<file path="config.mk">
export PLATFORM = sky130hd
export DESIGN_NAME = glob_wildcard_matcher_core_flat
export DESIGN_NICKNAME = d
export VERILOG_FILES = /design/src/design/gwm_pkg.sv /design/src/design/gwm_in_if.sv /design/src/design/gwm_out_if.sv /design/src/design/gwm_cell.sv /design/src/design/gwm_closure.sv /design/src/design/glob_wildcard_matcher_core.sv /design/src/flat_wrapper.sv
export SDC_FILE = /design/constraint.sdc
export NUM_CORES = 2
export LEC_CHECK = 0
export ABC_AREA = 1
export BUFFER_PORTS_ARGS = -buffer_cell sky130_fd_sc_hd__buf_2
export CAP_MARGIN = 20
export CORE_AREA = 2 2 244 246
export CTS_CLUSTER_SIZE = 24
export DETAILED_ROUTE_END_ITERATION = 16
export DIE_AREA = 0 0 246 248
export PLACE_DENSITY = 0.75
export SYNTH_ARGS = -nofsm -noshare
export SYNTH_HDL_FRONTEND = slang
export SYNTH_HIERARCHICAL = 1
export SYNTH_SLANG_ARGS = --single-unit
</file>
<file path="constraint.sdc">
create_clock -name i_clk -period 9.75 [get_ports i_clk]
set_clock_uncertainty 0.2 [all_clocks]
set_input_delay 0.4875 -clock i_clk [delete_from_list [all_inputs] [get_ports i_clk]]
set_output_delay 0.4875 -clock i_clk [all_outputs]
set_load 0.02 [all_outputs]
</file>
<file path="src/design/gwm_pkg.sv">
// Shared constants, types and character helpers for the glob wildcard matcher.
package gwm_pkg;

    // Pattern storage: four 64-bit registers of eight characters each.
    localparam int PAT_LIMIT = 32;
    localparam int POS_NUM   = PAT_LIMIT + 1;
    localparam int LEN_W     = 6;
    localparam int CHAR_W    = 8;
    localparam int CFG_IDX_W = 3;
    localparam int CFG_DATA_W = 64;
    localparam int PAT_WORDS = 4;

    localparam logic [CHAR_W-1:0] CHAR_STAR  = 8'h2A;
    localparam logic [CHAR_W-1:0] CHAR_QMARK = 8'h3F;

    localparam logic MODE_KEY  = 1'b0;
    localparam logic MODE_BODY = 1'b1;

    typedef enum logic [CFG_IDX_W-1:0] {
        REG_PAT_A   = 3'd0,
        REG_PAT_B   = 3'd1,
        REG_PAT_C   = 3'd2,
        REG_PAT_D   = 3'd3,
        REG_PAT_LEN = 3'd4,
        REG_MODE    = 3'd5
    } t_cfg_reg;

    // Per-transaction control shared by every cell of the row.
    typedef struct packed {
        logic fresh;      // first character of a value: start from the initial set
        logic gate_init;  // re-seed the initial set before consuming the character
        logic load;       // store the advanced positions
        logic gate_next;  // re-seed the initial set after consuming the character
    } t_cell_ctrl;

    function automatic logic [CHAR_W-1:0] fold(input logic [CHAR_W-1:0] c);
        logic [CHAR_W-1:0] r;
        r = c;
        if (c >= 8'h41 && c <= 8'h5A) begin
            r = c + 8'h20;
        end
        return r;
    endfunction

    function automatic logic is_word(input logic [CHAR_W-1:0] c);
        return (c >= 8'h30 && c <= 8'h39) || (c >= 8'h41 && c <= 8'h5A) ||
               (c >= 8'h61 && c <= 8'h7A) || (c == 8'h5F);
    endfunction

endpackage

</file>
<file path="src/design/gwm_in_if.sv">
// Text character channel: valid/ready handshake with one character per transaction.
interface gwm_in_if;
    logic                        valid;
    logic                        ready;
    logic [gwm_pkg::CHAR_W-1:0]  text_char;
    logic                        char_present;
    logic                        last_char;

    modport source (output valid, text_char, char_present, last_char, input ready);
    modport sink   (input valid, text_char, char_present, last_char, output ready);
endinterface

</file>
<file path="src/design/gwm_out_if.sv">
// Match result channel: valid/ready handshake with one verdict per transaction.
interface gwm_out_if;
    logic valid;
    logic ready;
    logic matched;

    modport source (output valid, matched, input ready);
    modport sink   (input valid, matched, output ready);
endinterface

</file>
<file path="src/design/gwm_cell.sv">
// One pattern position of the automaton row: holds its active bit and feeds its neighbour.
module gwm_cell (
    input  logic                        i_clk,
    input  logic                        i_rst_n,
    input  logic [gwm_pkg::CHAR_W-1:0]  i_pat_char,
    input  logic                        i_en,
    input  logic                        i_init,
    input  logic                        i_closed,
    input  logic                        i_adv_in,
    input  logic [gwm_pkg::CHAR_W-1:0]  i_text_fold,
    input  gwm_pkg::t_cell_ctrl         i_ctrl,
    output logic                        o_act,
    output logic                        o_prop,
    output logic                        o_nxt,
    output logic                        o_adv_out
);

    logic r_act;
    logic n_act;
    logic a1;
    logic is_star;
    logic is_qmark;
    logic lit_hit;

    always_comb begin
        is_star  = (i_pat_char == gwm_pkg::CHAR_STAR);
        is_qmark = (i_pat_char == gwm_pkg::CHAR_QMARK);
        lit_hit  = (gwm_pkg::fold(i_pat_char) == i_text_fold);
        a1       = (i_ctrl.fresh ? i_init : r_act) | (i_ctrl.gate_init & i_init);
        // A star keeps its own position alive; anything else hands the token on.
        o_adv_out = i_en & a1 & ~is_star & (is_qmark | lit_hit);
        o_nxt     = (i_en & a1 & is_star) | i_adv_in;
        o_prop    = i_en & is_star;
        o_act     = a1;
        n_act     = i_closed | (i_ctrl.gate_next & i_init);
    end

    always_ff @(posedge i_clk) begin
        if (!i_rst_n) begin
            r_act <= 1'b0;
        end else if (i_ctrl.load) begin
            r_act <= n_act;
        end
    end

endmodule

</file>
<file path="src/design/gwm_closure.sv">
// Star closure across the row: a run of stars passes an active bit straight through.
module gwm_closure (
    input  logic [gwm_pkg::POS_NUM-1:0] i_act,
    input  logic [gwm_pkg::POS_NUM-1:0] i_prop,
    output logic [gwm_pkg::POS_NUM-1:0] o_closed
);

    logic [gwm_pkg::POS_NUM-1:0] seed;
    logic [gwm_pkg::POS_NUM:0]   sum;
    logic [gwm_pkg::POS_NUM-1:0] carries;

    // The carries of seed + prop mark every position reached through a run of stars.
    always_comb begin
        seed     = i_act & i_prop;
        sum      = {1'b0, seed} + {1'b0, i_prop};
        carries  = sum[gwm_pkg::POS_NUM-1:0] ^ seed ^ i_prop;
        o_closed = i_act | carries;
    end

endmodule

</file>
<file path="src/design/glob_wildcard_matcher_core.sv">
// Top level of the glob wildcard matcher: configuration, cell row and result queue.
//
//  channel     | dir | handshake            | payload
//  ------------+-----+----------------------+-----------------------------------------
//  i_text_ch   | in  | valid / ready        | text_char[7:0], char_present, last_char
//  o_match_ch  | out | valid / ready        | matched
//  i_cfg_*     | in  | write enable only    | i_cfg_idx[2:0], i_cfg_data[63:0]
//
// One character transaction is taken every cycle while the queue has room; the verdict
// enters the output queue on the cycle after the transaction that carries last_char.
// The cycle time is set by the 33-position star closure carry chain after the cell row.
// Reset is synchronous and clears the configuration and the automaton state.
// The two-entry result queue lets input continue while a verdict waits; input stalls
// only when both entries are held.
module glob_wildcard_matcher_core (
    input  logic                            i_clk,
    input  logic                            i_rst_n,
    gwm_in_if.sink                          i_text_ch,
    gwm_out_if.source                       o_match_ch,
    input  logic                            i_cfg_we,
    input  logic [gwm_pkg::CFG_IDX_W-1:0]   i_cfg_idx,
    input  logic [gwm_pkg::CFG_DATA_W-1:0]  i_cfg_data
);

    localparam int NP = gwm_pkg::POS_NUM;
    localparam int NC = gwm_pkg::PAT_LIMIT;
    localparam int LW = gwm_pkg::LEN_W;
    localparam int CW = gwm_pkg::CHAR_W;

    // Configuration registers.
    logic [gwm_pkg::PAT_WORDS-1:0][gwm_pkg::CFG_DATA_W-1:0] r_pat;
    logic [LW-1:0] r_len;
    logic          r_mode;

    always_ff @(posedge i_clk) begin
        if (!i_rst_n) begin
            r_pat  <= '0;
            r_len  <= '0;
            r_mode <= gwm_pkg::MODE_KEY;
        end else if (i_cfg_we) begin
            unique case (gwm_pkg::t_cfg_reg'(i_cfg_idx))
                gwm_pkg::REG_PAT_A:   r_pat[0] <= i_cfg_data;
                gwm_pkg::REG_PAT_B:   r_pat[1] <= i_cfg_data;
                gwm_pkg::REG_PAT_C:   r_pat[2] <= i_cfg_data;
                gwm_pkg::REG_PAT_D:   r_pat[3] <= i_cfg_data;
                gwm_pkg::REG_PAT_LEN: r_len    <= i_cfg_data[LW-1:0];
                gwm_pkg::REG_MODE:    r_mode   <= i_cfg_data[0];
                default: begin
                end
            endcase
        end
    end

    // Pattern decode.
    logic [NC-1:0][CW-1:0] pat_byte;
    logic [LW-1:0]         total;
    logic [LW-1:0]         total_m1;
    logic [LW-1:0]         len;
    logic                  special;
    logic                  strip;
    logic                  full;
    logic                  bounded;

    always_comb begin
        for (int k = 0; k < NC; k++) begin
            pat_byte[k] = r_pat[k / 8][(k % 8) * CW +: CW];
        end
        total    = (r_len > LW'(NC)) ? LW'(NC) : r_len;
        total_m1 = total - LW'(1);
        special  = 1'b0;
        for (int k = 0; k < NC; k++) begin
            if ((LW'(k) < total) && ((pat_byte[k] == gwm_pkg::CHAR_STAR) ||
                                     (pat_byte[k] == gwm_pkg::CHAR_QMARK))) begin
                special = 1'b1;
            end
        end
        strip = (r_mode == gwm_pkg::MODE_BODY) && (total != '0) &&
                (pat_byte[0] == gwm_pkg::CHAR_STAR) &&
                (pat_byte[total_m1[4:0]] == gwm_pkg::CHAR_STAR);
        full    = (r_mode == gwm_pkg::MODE_KEY) && special;
        bounded = (r_mode == gwm_pkg::MODE_BODY) && !strip;
        if (strip) begin
            len = (total >= LW'(2)) ? total - LW'(2) : '0;
        end else begin
            len = total;
        end
    end

    // Automaton state outside the row.
    logic r_prev_bnd;
    logic r_found;
    logic r_nonempty;

    logic in_acc;
    logic step;
    logic present;
    logic last;
    logic nonword;
    logic [CW-1:0] text_fold;
    gwm_pkg::t_cell_ctrl ctrl;

    logic [NP-1:0] act_v;
    logic [NP-1:0] prop_v;
    logic [NP-1:0] nxt_v;
    logic [NP-1:0] adv_v;
    logic [NP-1:0] closed_v;
    logic [NP-1:0] init_v;
    logic [NP-1:0] en_v;
    logic [NP-1:0][CW-1:0] cell_char;

    always_comb begin
        for (int j = 0; j < NP; j++) begin
            en_v[j] = (LW'(j) < len);
            if (j < NC - 1) begin
                cell_char[j] = strip ? pat_byte[j + 1] : pat_byte[j];
            end else if (j < NC) begin
                cell_char[j] = strip ? pat_byte[0] : pat_byte[j];
            end else begin
                cell_char[j] = '0;
            end
        end
    end

    assign present   = i_text_ch.char_present;
    assign last      = i_text_ch.last_char;
    assign nonword   = !gwm_pkg::is_word(i_text_ch.text_char);
    assign text_fold = gwm_pkg::fold(i_text_ch.text_char);
    assign in_acc    = i_text_ch.valid && i_text_ch.ready;
    assign step      = in_acc && (present || last);

    always_comb begin
        ctrl.fresh     = !r_nonempty;
        ctrl.gate_init = !full && (!bounded || r_prev_bnd);
        ctrl.load      = in_acc && present && !last;
        ctrl.gate_next = !full && (!bounded || nonword);
    end

    for (genvar j = 0; j < NP; j++) begin : g_row
        gwm_cell u_cell (
            .i_clk       (i_clk),
            .i_rst_n     (i_rst_n),
            .i_pat_char  (cell_char[j]),
            .i_en        (en_v[j]),
            .i_init      (init_v[j]),
            .i_closed    (closed_v[j]),
            .i_adv_in    ((j == 0) ? 1'b0 : adv_v[(j == 0) ? 0 : j - 1]),
            .i_text_fold (text_fold),
            .i_ctrl      (ctrl),
            .o_act       (act_v[j]),
            .o_prop      (prop_v[j]),
            .o_nxt       (nxt_v[j]),
            .o_adv_out   (adv_v[j])
        );
    end

    // Initial set: position zero and every position reached from it through stars.
    gwm_closure u_init_closure (
        .i_act    (NP'(1)),
        .i_prop   (prop_v),
        .o_closed (init_v)
    );

    gwm_closure u_step_closure (
        .i_act    (nxt_v),
        .i_prop   (prop_v),
        .o_closed (closed_v)
    );

    logic pend_before;
    logic pend_after;
    logic found_char;
    logic verdict;
    logic [NP-1:0] after_v;

    always_comb begin
        pend_before = act_v[len];
        after_v     = closed_v | (ctrl.gate_next ? init_v : '0);
        pend_after  = after_v[len];
        found_char  = r_found;
        if (present && !full && pend_before && (!bounded || nonword)) begin
            found_char = 1'b1;
        end
        verdict = (r_nonempty || present) &&
                  (found_char || (present ? pend_after : pend_before));
    end

    always_ff @(posedge i_clk) begin
        if (!i_rst_n) begin
            r_prev_bnd <= 1'b1;
            r_found    <= 1'b0;
            r_nonempty <= 1'b0;
        end else if (step) begin
            if (last) begin
                r_prev_bnd <= 1'b1;
                r_found    <= 1'b0;
                r_nonempty <= 1'b0;
            end else begin
                r_prev_bnd <= nonword;
                r_found    <= found_char;
                r_nonempty <= 1'b1;
            end
        end
    end

    // Two-entry result queue.
    logic [1:0] r_cnt;
    logic [1:0] n_cnt;
    logic       r_q0;
    logic       r_q1;
    logic       n_q0;
    logic       n_q1;
    logic       push;
    logic       pop;

    assign push = in_acc && last;
    assign pop  = o_match_ch.valid && o_match_ch.ready;

    always_comb begin
        n_cnt = r_cnt;
        n_q0  = r_q0;
        n_q1  = r_q1;
        priority if (push && pop) begin
            if (r_cnt == 2'd1) begin
                n_q0 = verdict;
            end else begin
                n_q0 = r_q1;
                n_q1 = verdict;
            end
        end else if (pop) begin
            n_q0  = r_q1;
            n_cnt = r_cnt - 2'd1;
        end else if (push) begin
            if (r_cnt == 2'd0) begin
                n_q0 = verdict;
            end else begin
                n_q1 = verdict;
            end
            n_cnt = r_cnt + 2'd1;
        end else begin
        end
    end

    always_ff @(posedge i_clk) begin
        if (!i_rst_n) begin
            r_cnt <= 2'd0;
        end else begin
            r_cnt <= n_cnt;
        end
    end

    always_ff @(posedge i_clk) begin
        r_q0 <= n_q0;
        r_q1 <= n_q1;
    end

    assign i_text_ch.ready   = (r_cnt != 2'd2);
    assign o_match_ch.valid  = (r_cnt != 2'd0);
    assign o_match_ch.matched = r_q0;

`ifndef ASSERT_OFF
    a_cnt_range: assert property (@(posedge i_clk) disable iff (!i_rst_n)
        r_cnt != 2'd3)
        else $error("result queue count out of range");

    a_last_gives_result: assert property (@(posedge i_clk) disable iff (!i_rst_n)
        (in_acc && last) |=> o_match_ch.valid)
        else $error("no verdict queued after the final character");

    a_last_clears_value: assert property (@(posedge i_clk) disable iff (!i_rst_n)
        (in_acc && last) |=> (!r_nonempty && !r_found && r_prev_bnd))
        else $error("value state not cleared after the final character");

    a_found_needs_char: assert property (@(posedge i_clk) disable iff (!i_rst_n)
        r_found |-> r_nonempty)
        else $error("match recorded for a value with no characters");

    a_no_spurious_result: assert property (@(posedge i_clk) disable iff (!i_rst_n)
        !(in_acc && last) |=> (r_cnt <= $past(r_cnt)))
        else $error("verdict queued without a final character");
`endif

endmodule

</file>
<file path="src/flat_wrapper.sv">
// flat-port wrapper written by rule: the top's interface ports become plain ports
module glob_wildcard_matcher_core_flat 
  (i_clk, i_rst_n, i_cfg_we, i_cfg_idx, i_cfg_data, i_text_ch_valid, i_text_ch_text_char, i_text_ch_char_present, i_text_ch_last_char, i_text_ch_ready, o_match_ch_valid, o_match_ch_matched, o_match_ch_ready);
  gwm_in_if i_text_ch_i ();
  gwm_out_if o_match_ch_i ();
  input  logic i_clk;
  input  logic i_rst_n;
  input  logic i_cfg_we;
  input  logic [gwm_pkg::CFG_IDX_W-1:0] i_cfg_idx;
  input  logic [gwm_pkg::CFG_DATA_W-1:0] i_cfg_data;
  input wire logic [$bits(i_text_ch_i.valid)-1:0] i_text_ch_valid;
  input wire logic [$bits(i_text_ch_i.text_char)-1:0] i_text_ch_text_char;
  input wire logic [$bits(i_text_ch_i.char_present)-1:0] i_text_ch_char_present;
  input wire logic [$bits(i_text_ch_i.last_char)-1:0] i_text_ch_last_char;
  output wire logic [$bits(i_text_ch_i.ready)-1:0] i_text_ch_ready;
  output wire logic [$bits(o_match_ch_i.valid)-1:0] o_match_ch_valid;
  output wire logic [$bits(o_match_ch_i.matched)-1:0] o_match_ch_matched;
  input wire logic [$bits(o_match_ch_i.ready)-1:0] o_match_ch_ready;
  assign i_text_ch_i.valid = i_text_ch_valid;
  assign i_text_ch_i.text_char = i_text_ch_text_char;
  assign i_text_ch_i.char_present = i_text_ch_char_present;
  assign i_text_ch_i.last_char = i_text_ch_last_char;
  assign i_text_ch_ready = i_text_ch_i.ready;
  assign o_match_ch_valid = o_match_ch_i.valid;
  assign o_match_ch_matched = o_match_ch_i.matched;
  assign o_match_ch_i.ready = o_match_ch_ready;
  glob_wildcard_matcher_core u_core (.i_clk(i_clk), .i_rst_n(i_rst_n), .i_text_ch(i_text_ch_i), .o_match_ch(o_match_ch_i), .i_cfg_we(i_cfg_we), .i_cfg_idx(i_cfg_idx), .i_cfg_data(i_cfg_data));
endmodule
</file>
# Yosys cells after proc, flatten, opt, wreduce, memory -nomap -nowiden
# Index checks and enable logic that the tools add are counted.
[classes]
addsub = 39
order_cmp = 138
eq_ne = 172
muxes = 157
bitwise_logic = 394
reduce_logical = 147
[ops]
columns = ["operator", "count"]
rows = [
  ["$eq 8x6->1 const B", 129],
  ["$mux 8", 66],
  ["$ge 8x7->1 const B", 34],
  ["$le 8x7->1 const B", 34],
  ["$add 8x6->8 const B", 33],
  ["$eq 8x8->1", 32],
  ["$and 1x1->1", 224],
  ["$lt 5x6->1 const A", 32],
  ["$or 1x1->1", 129],
  ["$lt 4x6->1 const A", 16],
  ["$logic_and 1x1->1", 85],
  ["$mux 1", 82],
  ["$or 33x33->33", 2],
  ["$xor 33x32->33", 2],
  ["$lt 3x6->1 const A", 8],
  ["$bmux 8 s5", 1],
  ["$logic_or 1x1->1", 40],
  ["$not 1->1", 34],
  ["$add 1x32->33", 1],
  ["$add 33x32->33", 1],
  ["$and 33x32->33", 1],
  ["$mux 33", 1],
  ["$xor 33x1->33", 1],
  ["$xor 33x33->33", 1],
  ["other kinds (30)", 58],
]
[totals]
regBits = 303
out_inout_bits = 3

# Longest topological paths before layout
[logic_depth]
word_depth = 60
mapped_depth = 72

# Hierarchy
# The synthesis kept the hierarchy.
[modules_own_cells]
columns = ["module", "instances", "cells_per_inst", "area_each_um2"]
rows = [
  ["glob_wildcard_matcher_core", 1, 2728, 16667.2],
  ["gwm_cell", 33, 76, 366.6],
  ["gwm_closure", 2, 497, 2087.0],
]

# Least setup slack after synthesis
# OpenSTA, ideal clock, no wires.
[synth_path]
kind = "input to register"
start = "input i_text_ch_text_char[5]"
end = "register u_core.r_q0 (netlist: u_core/o_match_ch.matched), data pin"
arrival_ps = 6791
required_time_ps = 9291
setup_slack_ps = 2500
cell_stages = 42
path_cell_list = "inv_1 -> ha_1 -> nand3_1 -> nand2_1 -> o211ai_1 -> o31ai_1 -> nand2_1 -> o21ai_0 -> xor2_1 -> inv_1 -> nand2_1 -> nand2_1 -> nand2_1 -> nor2_1 -> nor2_1 -> nor2_1 -> o21bai_1 -> nor2_2 -> (+6 left out) -> nand2_1 -> nand2_1 -> nand2_1 -> nand2_1 -> nand2_1 -> o21bai_1 -> nand2_1 -> nand2_1 -> nor2_1 -> nor2_1 -> nor2_1 -> nand2_1 -> nand2_1 -> nand3_1 -> nand2_1 -> nand3_1 -> nand2_1 -> nand3_1"
[synth_via]
elab_chain_len = 22
[synth_rtl]
columns = ["element", "line", "rtl"]
rows = [
  ["from (decl)", "flat_wrapper.sv:12", "input wire logic [$bits(i_text_ch_i.text_char)-1:0] i_text_ch_text_char;"],
  ["$ge 8x7->1 or $le 8x7->1 (tied branches)", "gwm_pkg.sv:39", "if (c >= 8'h41 && c <= 8'h5A) begin"],
  ["$logic_and 1x1->1", "gwm_pkg.sv:39", ""],
  ["$mux 8 (*)", "gwm_pkg.sv:39", ""],
  ["named net u_core.text_fold[7]", "glob_wildcard_matcher_core.sv:99", "logic [CW-1:0] text_fold;"],
  ["$eq 8x8->1 (*)", "gwm_cell.sv:28", "lit_hit = (gwm_pkg::fold(i_pat_char) == i_text_fold);"],
  ["$or 1x1->1 (*)", "gwm_cell.sv:31", "o_adv_out = i_en & a1 & ~is_star & (is_qmark | lit_hit);"],
  ["$and 1x1->1 (*)", "gwm_cell.sv:31", ""],
  ["named net u_core.adv_v[0]", "glob_wildcard_matcher_core.sv:105", "logic [NP-1:0] adv_v;"],
  ["(+1 left out)", "n/a", ""],
  ["named net u_core.nxt_v[1]", "glob_wildcard_matcher_core.sv:104", "logic [NP-1:0] nxt_v;"],
  ["(+5 left out)", "n/a", ""],
  ["named net u_core.closed_v[22]", "glob_wildcard_matcher_core.sv:106", "logic [NP-1:0] closed_v;"],
  ["(+3 left out)", "n/a", ""],
  ["$mux 1 (*)", "glob_wildcard_matcher_core.sv:184", "(found_char || (present ? pend_after : pend_before));"],
  ["$logic_or 1x1->1 (*)", "glob_wildcard_matcher_core.sv:184", ""],
  ["$logic_and 1x1->1 (*)", "glob_wildcard_matcher_core.sv:183", "verdict = (r_nonempty || present) &&"],
  ["$mux 1", "glob_wildcard_matcher_core.sv:233", "if (r_cnt == 2'd0) begin"],
  ["$mux 1", "glob_wildcard_matcher_core.sv:232", "end else if (push) begin"],
  ["$mux 1", "glob_wildcard_matcher_core.sv:229", "end else if (pop) begin"],
  ["$mux 1 (*)", "glob_wildcard_matcher_core.sv:222", "priority if (push && pop) begin"],
  ["named net u_core.n_q0", "glob_wildcard_matcher_core.sv:210", "logic n_q0;"],
  ["to (signal assigned)", "glob_wildcard_matcher_core.sv:252", "r_q0 <= n_q0;"],
  ["to (decl)", "glob_wildcard_matcher_core.sv:208", "logic r_q0;"],
]
# The timed path passes the listed nets; every way through them passes the cells marked *. The select of a mux whose other input is x is not followed.
# A chain may end at the register's enable or synchronous reset.

==> qor.csv <==
metric,value,unit
max_freq,106.9,MHz
clk_latency,0.60,ns
routed_wl,144400,um
reg2reg_from,u_core/r_len[2],
final_cell_mix,"1828 x nand2_1, 893 x inv_1, 730 x o21ai_0",
cts.sinks,303,
dieArea,61010,sq um
slowest_delay,0.44,ns
drt_iter0_markers,5026,
critPathRequiredTime,9.89,ns
finalCritPeriodShare,0.9595,
avgSynthCellArea,5.294,sq um
fin_nets,6570,
power_density,104.4,nW/um^2
path_max_fanout,69,
antenna_found_initial,10,
start_util,0.5588,
p_leak,0.01707,uW
cts.path.max_buffers,3,
cts_setup_buffers,0,
dr_wl_met2,61590,um
path_delay_family,simple AND/OR/NAND/NOR gates,
status,"complete, no violations",
cts_buffers,39,
top_layer_used,met5,
die_y,248,um
grt_overflow_total,0,
place_congestion,1.090,
layout.cells.most_common,nand2_1,
core,58460,sq um
ir_worst_vdd,0.1415,mV
critPathCaptureType,flip-flop,
crit_path_start_kind,flip-flop,
setup_viol,0,
port_buffers,84,
grt_pass1_wl,212900,um
reg2reg_to,u_core/o_match_ch.matched,
vias,41790,
routedWlPerCell,19.93,um
antenna_left,0,
drc_errors,0,
m1WireLength,53740,um
timing.final.hold_violations,0,
row_count,89,
clk_pin_slew,0.06,ns
cts-root-buf,clkbuf_16,
critPathSlowestCell,ha_2,
rrSetupSlack,0.39,ns
holdCritStartpoint,i_cfg_data[27],
cts_tree,yes,
drive_above_1_share,0.09366,
syn-instance-count,6171,
grtUsageTotal,0.4575,
period_minus_slack,9.356,ns
worstRegToRegCells,62,
ios,85,
critPathKind,reg2reg,
ys_warn_count,6,
hp-class,in2reg,
die_x,246,um
dp.cells,7168,
drv_cap,0,
final_util,0.6319,
critPathArrivalTime,9.49,ns
syn2layout_area_growth,13.09,%
critPathBufInv,8,
rsz0062_at_grt,no,
slew-limit-headroom,0.2554,
firstDrtPassIters,6,
syn-cell-area,32670,sq um
drv_slew,0,
hold-path-cell-count,3,
cp_common_cell,nand2_1,
wl_met3,16860,um
grt_pass1_vias,36490,
worst_pin_slew,1.117,ns
vias_per_cell,5.766,
final_cells,7247,
htreeDepth,2,
hpwlAfterDp,110600,um
grt_max_degree,123,
whs_endpoint,u_core/pat_byte[27],
finalSetupTns,0,ns
==> stage by stage <==
stage | instance area (sq um) | hold slack [ns] | power [uW] | worst slack (ns)
after floorplan | 33030 | 0.2417 | 1910 | 2.597
after global placement | 35440 | 0.2676 | 2200 | 0.6830
after detailed placement | 35440 | 0.2781 | 2213 | 0.6220
after CTS | 36900 | 0.001607 | 3815 | 0.6283
after global routing | 36940 | 0.03037 | 3985 | 0.02012
final | 36940 | 0.02470 | 3858 | 0.3945
==> power breakdown <==
group | total, uW | switching, uW | internal (uW)
registers | 1350 | 53.4 | 1300
logic | 881 | 612 | 269
clock network | 1630 | 655 | 970
total | 3860 | 1320 | 2540
==> worst max-delay path by stage <==
stage | startpoint | endpoint | depth (start not counted)
after floorplan | i_text_ch_text_char[5] | u_core/o_match_ch.matched | 42
after global routing | u_core/r_len[2] | u_core/o_match_ch.matched | 62
after global placement | u_core/r_len[5] | u_core/o_match_ch.matched | 60
after detailed placement | u_core/r_len[5] | u_core/o_match_ch.matched | 61
after CTS | u_core/r_len[5] | u_core/o_match_ch.matched | 61
final | u_core/r_len[2] | u_core/o_match_ch.matched | 62
==> metal layers <==
| layer | global-route usage | vias to the layer above |
|---|---|---|
| met1 | 0.5464 | 18650 |
| met4 | 0.3232 | 4 |
| li1 | - | 20050 |
| met2 | 0.7151 | 2454 |
| met5 | 0 | - |
| met3 | 0.1192 | 630 |
==> flip-flops by register name, indices dropped and copies added (netlist names), 2 cells and up <==
signal / cells
u_core/g_row.u_cell/r_act: 33
u_core/pat_byte: 256
u_core/r_cnt: 2
u_core/r_len: 6
==> final cells by class <==
class / instances / area, sq um
antenna: 4 / 10.01
clock buffer: 52 / 1115
clock inverter: 17 / 291.5
fill: 6106 / 21520
inverter: 993 / 3782
multi-input combinational: 4804 / 22540
sequential: 303 / 6087
tap: 773 / 967.2
timing repair buffer: 301 / 2153
==> worst register-to-register path, delay by kind of cell (launching register included) <==
kind / cells / cell delay [ns]
compound gates: 4 / 1.04
buf+inv: 8 / 1.15
simple gates: 49 / 5.96
fa+ha+maj: 1 / 0.44
flops: 1 / 0.34
==> what timing repair did <==
item / CTS / global route
gates resized for setup: 0 / 13
endpoints found under the hold margin: 5 / 0
hold buffers: 6 / 0
endpoints found under the setup margin: 0 / 2
Power figures use the tool's default switching activity.
